`src/rtl/plh_pkg.sv`:
```
// Shared constants, status codes and control types for the lock handoff block.
package plh_pkg;

  localparam int MAX_WAITERS_DEF = 64;
  localparam int PRIO_BITS_DEF   = 8;
  localparam int ID_BITS_DEF     = 6;

  localparam int ST_W = 3;

  localparam logic [ST_W-1:0] ST_GRANTED = 3'd0;
  localparam logic [ST_W-1:0] ST_QUEUED  = 3'd1;
  localparam logic [ST_W-1:0] ST_HANDOFF = 3'd2;
  localparam logic [ST_W-1:0] ST_FREED   = 3'd3;
  localparam logic [ST_W-1:0] ST_FULL    = 3'd4;

  localparam logic OP_ACQUIRE = 1'b0;
  localparam logic OP_RELEASE = 1'b1;

  typedef struct packed {
    logic en;
    logic first;
  } cmp_ctl_t;

endpackage

```
`src/rtl/plh_best.sv`:
```
// Shared priority comparator that tracks the best waiter seen during a scan.
module plh_best #(
  parameter int ID_BITS   = plh_pkg::ID_BITS_DEF,
  parameter int PRIO_BITS = plh_pkg::PRIO_BITS_DEF,
  parameter int POS_W     = 6
) (
  input  logic                 clk,
  input  plh_pkg::cmp_ctl_t    ctl,
  input  logic [ID_BITS-1:0]   id,
  input  logic [PRIO_BITS-1:0] prio,
  input  logic [POS_W-1:0]     pos,
  output logic [ID_BITS-1:0]   best_id,
  output logic [POS_W-1:0]     best_pos
);

  logic [PRIO_BITS-1:0] best_prio;

  // later position wins ties, so take equal priorities too
  always_ff @(posedge clk) begin
    if (ctl.en && (ctl.first || prio >= best_prio)) begin
      best_prio <= prio;
      best_id   <= id;
      best_pos  <= pos;
    end
  end

endmodule

```
`src/rtl/priority_lock_handoff.sv`:
```
// Top level of the priority lock handoff block: sequencer, waiter store and result beat.
//
// One lock with a queue of up to MAX_WAITERS waiters kept in arrival order in a
// single-port-read memory. An acquire registers its result, which then moves to
// the output register. A release with N waiters reads every entry once through
// the memory read port into one shared comparator, then closes the gap behind
// the chosen waiter by moving the K newer entries down one place, a step that is
// skipped when the newest waiter wins. A release of a lock with no waiters
// skips the scan. The next beat is accepted as soon as the sequencer is idle,
// even while the previous result still waits in the output register.
module priority_lock_handoff #(
  parameter int MAX_WAITERS = plh_pkg::MAX_WAITERS_DEF,
  parameter int PRIO_BITS   = plh_pkg::PRIO_BITS_DEF,
  parameter int ID_BITS     = plh_pkg::ID_BITS_DEF,
  localparam int IN_W       = ((ID_BITS + PRIO_BITS + 7) / 8) * 8,
  localparam int OUT_W      = ((plh_pkg::ST_W + ID_BITS + 7) / 8) * 8
) (
  input  logic             clk,
  input  logic             rst,
  input  logic             s_tvalid,
  output logic             s_tready,
  input  logic [IN_W-1:0]  s_tdata,  // requester_id, priority_req, zero pad
  input  logic             s_tuser,  // opcode
  output logic             m_tvalid,
  input  logic             m_tready,
  output logic [OUT_W-1:0] m_tdata,  // status, new_owner_id, zero pad
  output logic             m_tuser   // owner_valid
);

  localparam int ADDR_W  = $clog2(MAX_WAITERS);
  localparam int CNT_W   = ADDR_W + 1;
  localparam int ENTRY_W = ID_BITS + PRIO_BITS;

  typedef enum logic [2:0] {
    S_IDLE,
    S_SCAN,
    S_FIND_END,
    S_SEL,
    S_SHIFT,
    S_SHIFT_END,
    S_SEND
  } state_t;

  state_t state;

  logic                  held;
  logic [CNT_W-1:0]      count;
  logic [ADDR_W-1:0]     idx;
  logic                  rd_pend;
  logic [ADDR_W-1:0]     rd_tag;
  logic [ENTRY_W-1:0]    rdata;
  logic [ENTRY_W-1:0]    mem [MAX_WAITERS];

  logic [plh_pkg::ST_W-1:0] res_status;
  logic [ID_BITS-1:0]       res_id;
  logic                     res_ok;
  logic [plh_pkg::ST_W-1:0] out_status;
  logic [ID_BITS-1:0]       out_id;
  logic                     out_ok;

  logic                  accept;
  logic                  op;
  logic [ID_BITS-1:0]    in_id;
  logic [PRIO_BITS-1:0]  in_prio;
  logic                  full;
  logic [ADDR_W-1:0]     cnt_last;
  logic                  we;
  logic [ADDR_W-1:0]     waddr;
  logic [ENTRY_W-1:0]    wdata;
  logic                  scanning;
  logic                  shifting;
  logic [CNT_W-1:0]      after_best;

  plh_pkg::cmp_ctl_t     cmp_ctl;
  logic [ID_BITS-1:0]    best_id;
  logic [ADDR_W-1:0]     best_pos;

  assign accept   = s_tvalid && s_tready;
  assign s_tready = (state == S_IDLE);
  assign op       = s_tuser;
  assign in_id    = s_tdata[ID_BITS-1:0];
  assign in_prio  = s_tdata[ID_BITS +: PRIO_BITS];
  assign full     = (count == CNT_W'(MAX_WAITERS));
  assign cnt_last = ADDR_W'(count - 1'b1);
  assign scanning = (state == S_SCAN) || (state == S_FIND_END);
  assign shifting = (state == S_SHIFT) || (state == S_SHIFT_END);
  assign after_best = CNT_W'(best_pos) + 1'b1;

  assign cmp_ctl.en    = rd_pend && scanning;
  assign cmp_ctl.first = (rd_tag == '0);

  plh_best #(
    .ID_BITS   (ID_BITS),
    .PRIO_BITS (PRIO_BITS),
    .POS_W     (ADDR_W)
  ) u_best (
    .clk      (clk),
    .ctl      (cmp_ctl),
    .id       (rdata[ID_BITS-1:0]),
    .prio     (rdata[ID_BITS +: PRIO_BITS]),
    .pos      (rd_tag),
    .best_id  (best_id),
    .best_pos (best_pos)
  );

  always_comb begin
    we    = 1'b0;
    waddr = count[ADDR_W-1:0];
    wdata = {in_prio, in_id};
    if (accept && op == plh_pkg::OP_ACQUIRE && held && !full) begin
      we = 1'b1;
    end else if (rd_pend && shifting) begin
      we    = 1'b1;
      waddr = ADDR_W'(rd_tag - 1'b1);
      wdata = rdata;
    end
  end

  always_ff @(posedge clk) begin
    if (we) begin
      mem[waddr] <= wdata;
    end
    rdata <= mem[idx];
  end

  always_ff @(posedge clk) begin
    if (rst) begin
      state    <= S_IDLE;
      held     <= 1'b0;
      count    <= '0;
      rd_pend  <= 1'b0;
      m_tvalid <= 1'b0;
    end else begin
      rd_pend <= (state == S_SCAN) || (state == S_SHIFT);
      rd_tag  <= idx;
      if (m_tvalid && m_tready && state != S_SEND) begin
        m_tvalid <= 1'b0;
      end
      case (state)
        S_IDLE: begin
          if (accept) begin
            if (op == plh_pkg::OP_ACQUIRE) begin
              state <= S_SEND;
              if (!held) begin
                held       <= 1'b1;
                res_status <= plh_pkg::ST_GRANTED;
                res_id     <= in_id;
                res_ok     <= 1'b1;
              end else if (full) begin
                res_status <= plh_pkg::ST_FULL;
                res_id     <= '0;
                res_ok     <= 1'b0;
              end else begin
                count      <= count + 1'b1;
                res_status <= plh_pkg::ST_QUEUED;
                res_id     <= '0;
                res_ok     <= 1'b0;
              end
            end else if (count == '0) begin
              held       <= 1'b0;
              res_status <= plh_pkg::ST_FREED;
              res_id     <= '0;
              res_ok     <= 1'b0;
              state      <= S_SEND;
            end else begin
              idx   <= '0;
              state <= S_SCAN;
            end
          end
        end
        S_SCAN: begin
          if (idx == cnt_last) begin
            state <= S_FIND_END;
          end else begin
            idx <= idx + 1'b1;
          end
        end
        S_FIND_END: begin
          state <= S_SEL;
        end
        S_SEL: begin
          res_status <= plh_pkg::ST_HANDOFF;
          res_id     <= best_id;
          res_ok     <= 1'b1;
          if (after_best == count) begin
            count <= count - 1'b1;
            state <= S_SEND;
          end else begin
            idx   <= ADDR_W'(after_best);
            state <= S_SHIFT;
          end
        end
        S_SHIFT: begin
          if (idx == cnt_last) begin
            state <= S_SHIFT_END;
          end else begin
            idx <= idx + 1'b1;
          end
        end
        S_SHIFT_END: begin
          count <= count - 1'b1;
          state <= S_SEND;
        end
        S_SEND: begin
          if (!m_tvalid || m_tready) begin
            m_tvalid   <= 1'b1;
            out_status <= res_status;
            out_id     <= res_id;
            out_ok     <= res_ok;
            state      <= S_IDLE;
          end
        end
        default: begin
          state <= S_IDLE;
        end
      endcase
    end
  end

  assign m_tdata = OUT_W'({out_id, out_status});
  assign m_tuser = out_ok;

endmodule

```
`config.mk`:
```
export PLATFORM = sky130hd
export DESIGN_NAME = priority_lock_handoff
export DESIGN_NICKNAME = d
export VERILOG_FILES = /design/src/rtl/plh_pkg.sv /design/src/rtl/plh_best.sv /design/src/rtl/priority_lock_handoff.sv
export SDC_FILE = /design/constraint.sdc
export NUM_CORES = 1
export LEC_CHECK = 0
export BUFFER_PORTS_ARGS = -buffer_cell sky130_fd_sc_hd__buf_4
export CORE_MARGIN = 3
export CORE_UTILIZATION = 30
export CTS_CLUSTER_DIAMETER = 80
export DETAILED_ROUTE_END_ITERATION = 10
export GPL_ROUTABILITY_DRIVEN = 1
export SKIP_CTS_REPAIR_TIMING = 1
export SLEW_MARGIN = 30
export SYNTH_ARGS = -nofsm -noshare
export SYNTH_HDL_FRONTEND = slang
export SYNTH_SLANG_ARGS = --single-unit
```
`constraint.sdc`:
```
create_clock -name clk -period 6.8 [get_ports clk]
set_clock_uncertainty 0.15 [all_clocks]
set_input_delay 1.36 -clock clk [delete_from_list [all_inputs] [get_ports clk]]
set_output_delay 1.36 -clock clk [all_outputs]
set_load 0.01 [all_outputs]
```
After elaboration in Yosys (flattened, before gate mapping)
Memories as Yosys holds them, arrays and structs flattened. A register that Yosys moved wholly into a read port is not among the register bits.
Index checks and enable logic that the tools add are counted.
{ "word_totals": {"regBits": 65, "latch_bits": 0, "ramBits": 896, "romBits": 0, "inputBits": 21, "out_inout_bits": 19, "wordCells": 126, "n_memories": 1} }
{ "classes": {"n_addsub": 5, "n_mul": 0, "div_mod_pow": 0, "order_cmp": 1, "eq_ne": 24, "n_shift": 0, "mux": 48, "n_bitwise": 2, "n_reduce_logical": 29} }
{ "mem_list": {"columns": ["name", "words", "word_bits", "rd", "rd_clocked_by_memory_dff", "wr", "line_no", "rtl"], "rows": [
  ["mem", 64, 14, 1, 1, 1, "priority_lock_handoff.sv:52", "logic [ENTRY_W-1:0] mem [MAX_WAITERS];"]
]} }
{ "op_table": {"columns": ["operator", "count"], "rows": [
  ["$mux W6", 11],
  ["$mux W7", 5],
  ["$mux W3", 11],
  ["$mux W14", 2],
  ["$pmux W3 S7", 1],
  ["$pmux W7 S3", 1],
  ["$pmux W6 S3", 1],
  ["$ne A2 B2 Y1 const B", 7],
  ["$mux W1", 12],
  ["$ne A2 B1 Y1 const B", 6],
  ["$pmux W6 S2", 1],
  ["$eq A3 B3 Y1 const B", 3],
  ["$logic_and A1 B1 Y1", 9],
  ["$ge A8 B8 Y1", 1],
  ["$reduce_and A4 Y1", 2],
  ["$add A6 B1 Y7 const B", 1],
  ["$add A7 B1 Y7 const B", 1],
  ["$eq A7 B7 Y1", 1],
  ["$eq A7 B7 Y1 const B", 1],
  ["$logic_not A7 Y1", 1],
  ["$reduce_and A7 Y1", 1],
  ["$sub A7 B1 Y7 const B", 1],
  ["$add A6 B1 Y6 const B", 1],
  ["$eq A3 B2 Y1 const B", 2],
  ["other kinds (18)", 26]
]} }

Logic depth before layout (Yosys ltp)
{ "logic_depth": {"ltp_word": 8, "mapped_depth": 10} }

Cells and area by module
A second synthesis with hierarchy kept.
{ "hier_totals": {"hier_cells": 1768, "area_unflattened_um2": 38169.1} }
{ "modules_own_cells": {"columns": ["mod", "instances", "cells_each", "area_per_inst_um2"], "rows": [
  ["priority_lock_handoff", 1, 1719, 37365.8],
  ["plh_best", 1, 49, 803.3]
]} }

Worst setup path after synthesis
Ideal clock, no wire load.
{ "synth_path": {"path_type": "reg-to-reg", "from": "register state[1]", "to": "memory mem[0][6] (netlist name) (data pin)", "setup_time_ns": 0.702, "arrival_time_ns": 3.770, "setup_slack_ns": 2.179, "stages_incl_launch_ff": 7, "path_buffers": 4, "cell_sequence": "dfxtp_1 > buf_2 > nand3b_1 > buf_2 > buf_2 > buf_2 > o21ai_0"} }
{ "synth_via": {"elab_chain_cells": 6, "elab_cells_between_ends": 11, "classes_between": "eq/ne: 2; mux: 2; reduce/logical: 7"} }
{ "synth_lines": {"columns": ["item", "line_no", "rtl"], "rows": [
  ["start: declaration", "priority_lock_handoff.sv:44", "state_t state;"],
  ["start signal: assignment", "priority_lock_handoff.sv:128", "state <= S_IDLE;"],
  ["start signal: assignment", "priority_lock_handoff.sv:143", "state <= S_SEND;"],
  ["start signal: assignment", "priority_lock_handoff.sv:164", "state <= S_SEND;"],
  ["$logic_not A3 Y1", "priority_lock_handoff.sv:79", "assign s_tready = (state == S_IDLE);"],
  ["$logic_and A1 B1 Y1", "priority_lock_handoff.sv:78", "assign accept = s_tvalid && s_tready;"],
  ["$logic_and A1 B1 Y1 (3 in a row)", "priority_lock_handoff.sv:110", "if (accept && op == plh_pkg::OP_ACQUIRE && held && !full) begin"],
  ["$mux W14 *", "priority_lock_handoff.sv:110", null],
  ["net wdata[6]", "priority_lock_handoff.sv:69", "logic [ENTRY_W-1:0] wdata;"],
  ["end: declaration", "priority_lock_handoff.sv:52", null]
]} }
Mark *: on every way through the listed nets, which the timed path passes. The rest lies on a longest branch.

Worst setup path in the final report
{ "layout_path": {"from": "register state[2]", "to": "memory mem[17][0] (netlist name) (enable)"} }
{ "layout_via": {"elab_chain_cells": 8, "elab_cells_between_ends": 15, "classes_between": "eq/ne: 2; mux: 6; reduce/logical: 7"} }
{ "layout_lines": {"columns": ["item", "line_no", "rtl"], "rows": [
  ["$logic_not A3 Y1", "priority_lock_handoff.sv:79", null],
  ["$logic_and A1 B1 Y1", "priority_lock_handoff.sv:78", null],
  ["$logic_and A1 B1 Y1 (3 in a row)", "priority_lock_handoff.sv:110", null],
  ["$mux W1", "priority_lock_handoff.sv:110", null],
  ["$mux W1", "priority_lock_handoff.sv:120", "if (we) begin"],
  ["$mux W1 (implied by the code)", "priority_lock_handoff.sv:121", "mem[waddr] <= wdata;"]
]} }
Several ways; a longest one is shown, not always the timed one.

==> implementation parameters <==
Parameter                              Value

Run status
  Status    finished, final reports clean

Logic synthesis
  Number of unique standard cell types used by synthesis    57
  Synth Flop Type    sky130_fd_sc_hd__edfxtp_1
  Synthesized area divided by synthesized cell count    21.9 um^2
  Cell area after technology mapping    0.0381 mm^2
  Count of mapped cells out of synthesis    1743
  Number of enable-type register cells in the synthesized netlist    948
  Yosys reg bits    975
  FFs w/ async S/R, synth    0%
  Part of the Yosys area used for sequential elements    76.1%
  YS warnings    0

Setup path
  Startpoint Class    flip-flop
  Setup crit end kind    flip-flop
  Highest fanout seen on the critical path    26
  Cell with the largest stage delay on the worst path    sky130_fd_sc_hd__nor2_1
  Count of buffering cells on the critical path with inverters included    2
  Worst stage delay on the critical path    820 ps
  Series of cell instances along the critical path    nand3b_1 -> buf_4 -> o21ai_0 -> nand3_1 -> nor2_1 -> buf_4
  Most frequent cell on the critical path    sky130_fd_sc_hd__buf_4
  Setup Crit Path Kind    flip-flop to flip-flop
  Crit path required time    6990 ps
  CP Data Arrival Time    4410 ps
  Cell family with the largest share of critical-path delay    simple AND/OR/NAND/NOR gates

Die
  Number of placement rows    130
  Core ar.    0.126 mm^2
  Starting Density    30.3%
  Width of the die    363 um
  Die Height    363 um
  Overall die area    0.131 mm^2
  Total I/O pin count    40

Global route
  First-pass GRT wire length    129000 um
  Maximum number of pins on one net before global-route repair    82
  Antenna violations before repair    2
  Overflow left after global routing    0
  Via count of the first global-routing pass    18200
  Total routing usage reported by global routing    13.4%

Clock network
  Clock tree sinks    975
  Clock root cell    sky130_fd_sc_hd__clkbuf_16
  Clock latency of the later-clocked register in the worst-skew pair    650 ps
  Clock transition at the registers of the reported paths    60 ps
  Number of buffers inserted during clock tree synthesis    97
  Clock tree from TritonCTS    built
  Maximum buffer depth of the clock tree    3
  Number of levels in the clock H-tree    3

Timing
  Final period demand of the worst path    4220 ps
  Setup violators final    0
  Highest clock rate    237 MHz
  Worst path setup slack after routing    2580 ps
  Final-layout setup total negative slack    0 ps
  Unrepaired setup endpoints after global routing    false
  Relative max-transition margin    32.7%
  Final cycle utilization of the critical path    62.1%
  Slew Limit Fails    0
  Transition time at the pin with the least slew margin    1010 ps
  Worst hold slack    263 ps
  Hold Vio Cnt, Final    0

Routing
  Detailed-route via count    17900
  Routed length per instance    24.5 um
  Ratio of routed vias to standard cells    4.99
  Number of search-and-repair iterations in the first detailed-routing pass    5
  Post-route DRC violation count    0
  1st-iter DRT viols    2144
  Post-DRT Antenna Nets    0
  Wirelength, routed    87900 um

Final layout
  Layout overhead on the synthesized area    14.9%
  Multi-input logic area    0.00865 mm^2
  Fraction of layout cells with a size suffix above 1    28.8%
  Most frequent cells in the layout    sky130_fd_sc_hd__edfxtp_1 (948), sky130_fd_sc_hd__mux4_2 (280), sky130_fd_sc_hd__buf_4 (114), sky130_fd_sc_hd__clkbuf_16 (97), sky130_fd_sc_hd__nor2_1 (82)
  Total Nets Final    1902
  Most common library cell in the layout ignoring fill and taps    sky130_fd_sc_hd__edfxtp_1
  Sequential standard cell area    0.0290 mm^2
  Inserted Diodes    0
  Post-route design area    0.0438 mm^2
  Fillers    11600

Placed design
  Pre-CTS setup slack    2050 ps
  Half-perimeter wire length of the detailed placement result    52800 um
  Placed standard-cell area    0.0407 mm^2
  Final weighted congestion in routability-driven placement    0.829
  Number of I/O port buffers    30

Power
  Internal power component    10.9 mW
  Power density over the cells    338 mW/mm^2
  Leakage power of the design    13.5 nW
  Comb power frac    18.3%
  P_sw    3.86 mW
  Total power consumption of the routed design    14.8 mW
  Clock group share of total power    34.7%
  Largest vdd supply drop    180 uV
  Share of total power consumed by net switching    26.1%
  Sequential fraction of design power    47.0%

Hold path
  Class of the most critical hold timing path    flip-flop to flip-flop

Job
  Max-cap violations    0
==> per-stage QoR <==
step / util, % / std cells
final: 34.8 / 3593
after detailed placement: 32.4 / 3419
after global routing: 34.8 / 3593
after CTS: 34.8 / 3593
after global placement: 32.3 / 3418
after floorplan: - / 1749
==> cell type report <==
type,instances,area share [%]
flip-flops and latches,975,66.2
multi-input cells,658,19.7
clock buffers,125,5.85
well taps,1650,4.71
repair buffers,119,2.18
clock inverters,49,1.15
inverters,17,0.146
==> cell families (layout without fill, tap and decap cells) <==
family	after synthesis	count (layout)	synth area share, %
muxes	294	294	16.9
adders and majority gates	13	13	0.427
xor gates and xnor gates	31	31	0.771
DFF	975	975	76.1
buffers and inverters	116	310	1.41
and+or+nand+nor	212	212	2.57
other	1	7	0.00983
AOI/OAI and AO/OA	101	101	1.79
==> state kept, by name (all words and copies together), names as in the netlist, 3 cells and up <==
signal / count
mem: 896
rdata: 14
u_best.best_prio: 8
count: 7
idx: 6
out_id: 6
rd_tag: 6
res_id: 6
u_best.best_id: 6
u_best.best_pos: 6
out_status: 3
res_status: 3
state: 3
==> worst paths after layout <==
check,startpoint,end,slack (ps),depth (start not counted)
max reg2reg,state[2]$_SDFFE_PP0P_,mem[17][0]$_DFFE_PP_,2580,6
min reg2reg,res_id[3]$_DFFE_PP_,out_id[3]$_DFFE_PP_,260,0
min,res_id[3]$_DFFE_PP_,out_id[3]$_DFFE_PP_,260,0
max,state[2]$_SDFFE_PP0P_,mem[17][0]$_DFFE_PP_,2580,6
==> layer usage <==
layer,GRT usage (%),vias up,share of wire (%)
met3,2.23,112,7.3
met1,18.7,9574,42
met4,4.04,0,2.6
li1,-,7547,-
met5,0,-,0
met2,21.4,698,48
==> cell usage after synthesis (all sizes together), types with 2 or more instances <==
master,n,area (um^2)
nand4,3,18.8
o21ai,17,85.1
nand3b,3,22.5
nor3,7,40.0
ha,13,163
and2,3,18.8
nor2b,4,25.0
or2,2,12.5
o31ai,8,65.1
nor4b,2,23.8
clkbuf,44,165
or3,5,31.3
nand2b,10,62.6
edfxtp,948,28500
nand3,25,125
o31a,3,26.3
and3,3,18.8
inv,17,63.8
mux2,13,146
mux4,280,6310
o22ai,5,31.3
nor4,2,12.5
nand2,50,188
xor2,11,104
o21a,4,30.0
a31oi,3,18.8
a221o,2,20.0
dfxtp,27,541
a22oi,30,225
a21oi,19,95.1
nor2,85,319
or4,5,37.5
nor3b,2,15.0
xnor2,19,166
buf,55,310
==> power groups by stage <==
stage,combinational (mW),sequential [mW],clock (mW)
after floorplan,1.83,7.01,0
after global placement,2.71,7.07,0
after detailed placement,2.74,7.08,0
after CTS,2.75,6.95,5.27
after global routing,2.88,6.97,5.50
final,2.71,6.95,5.14
(Power assumes the default switching activity.)
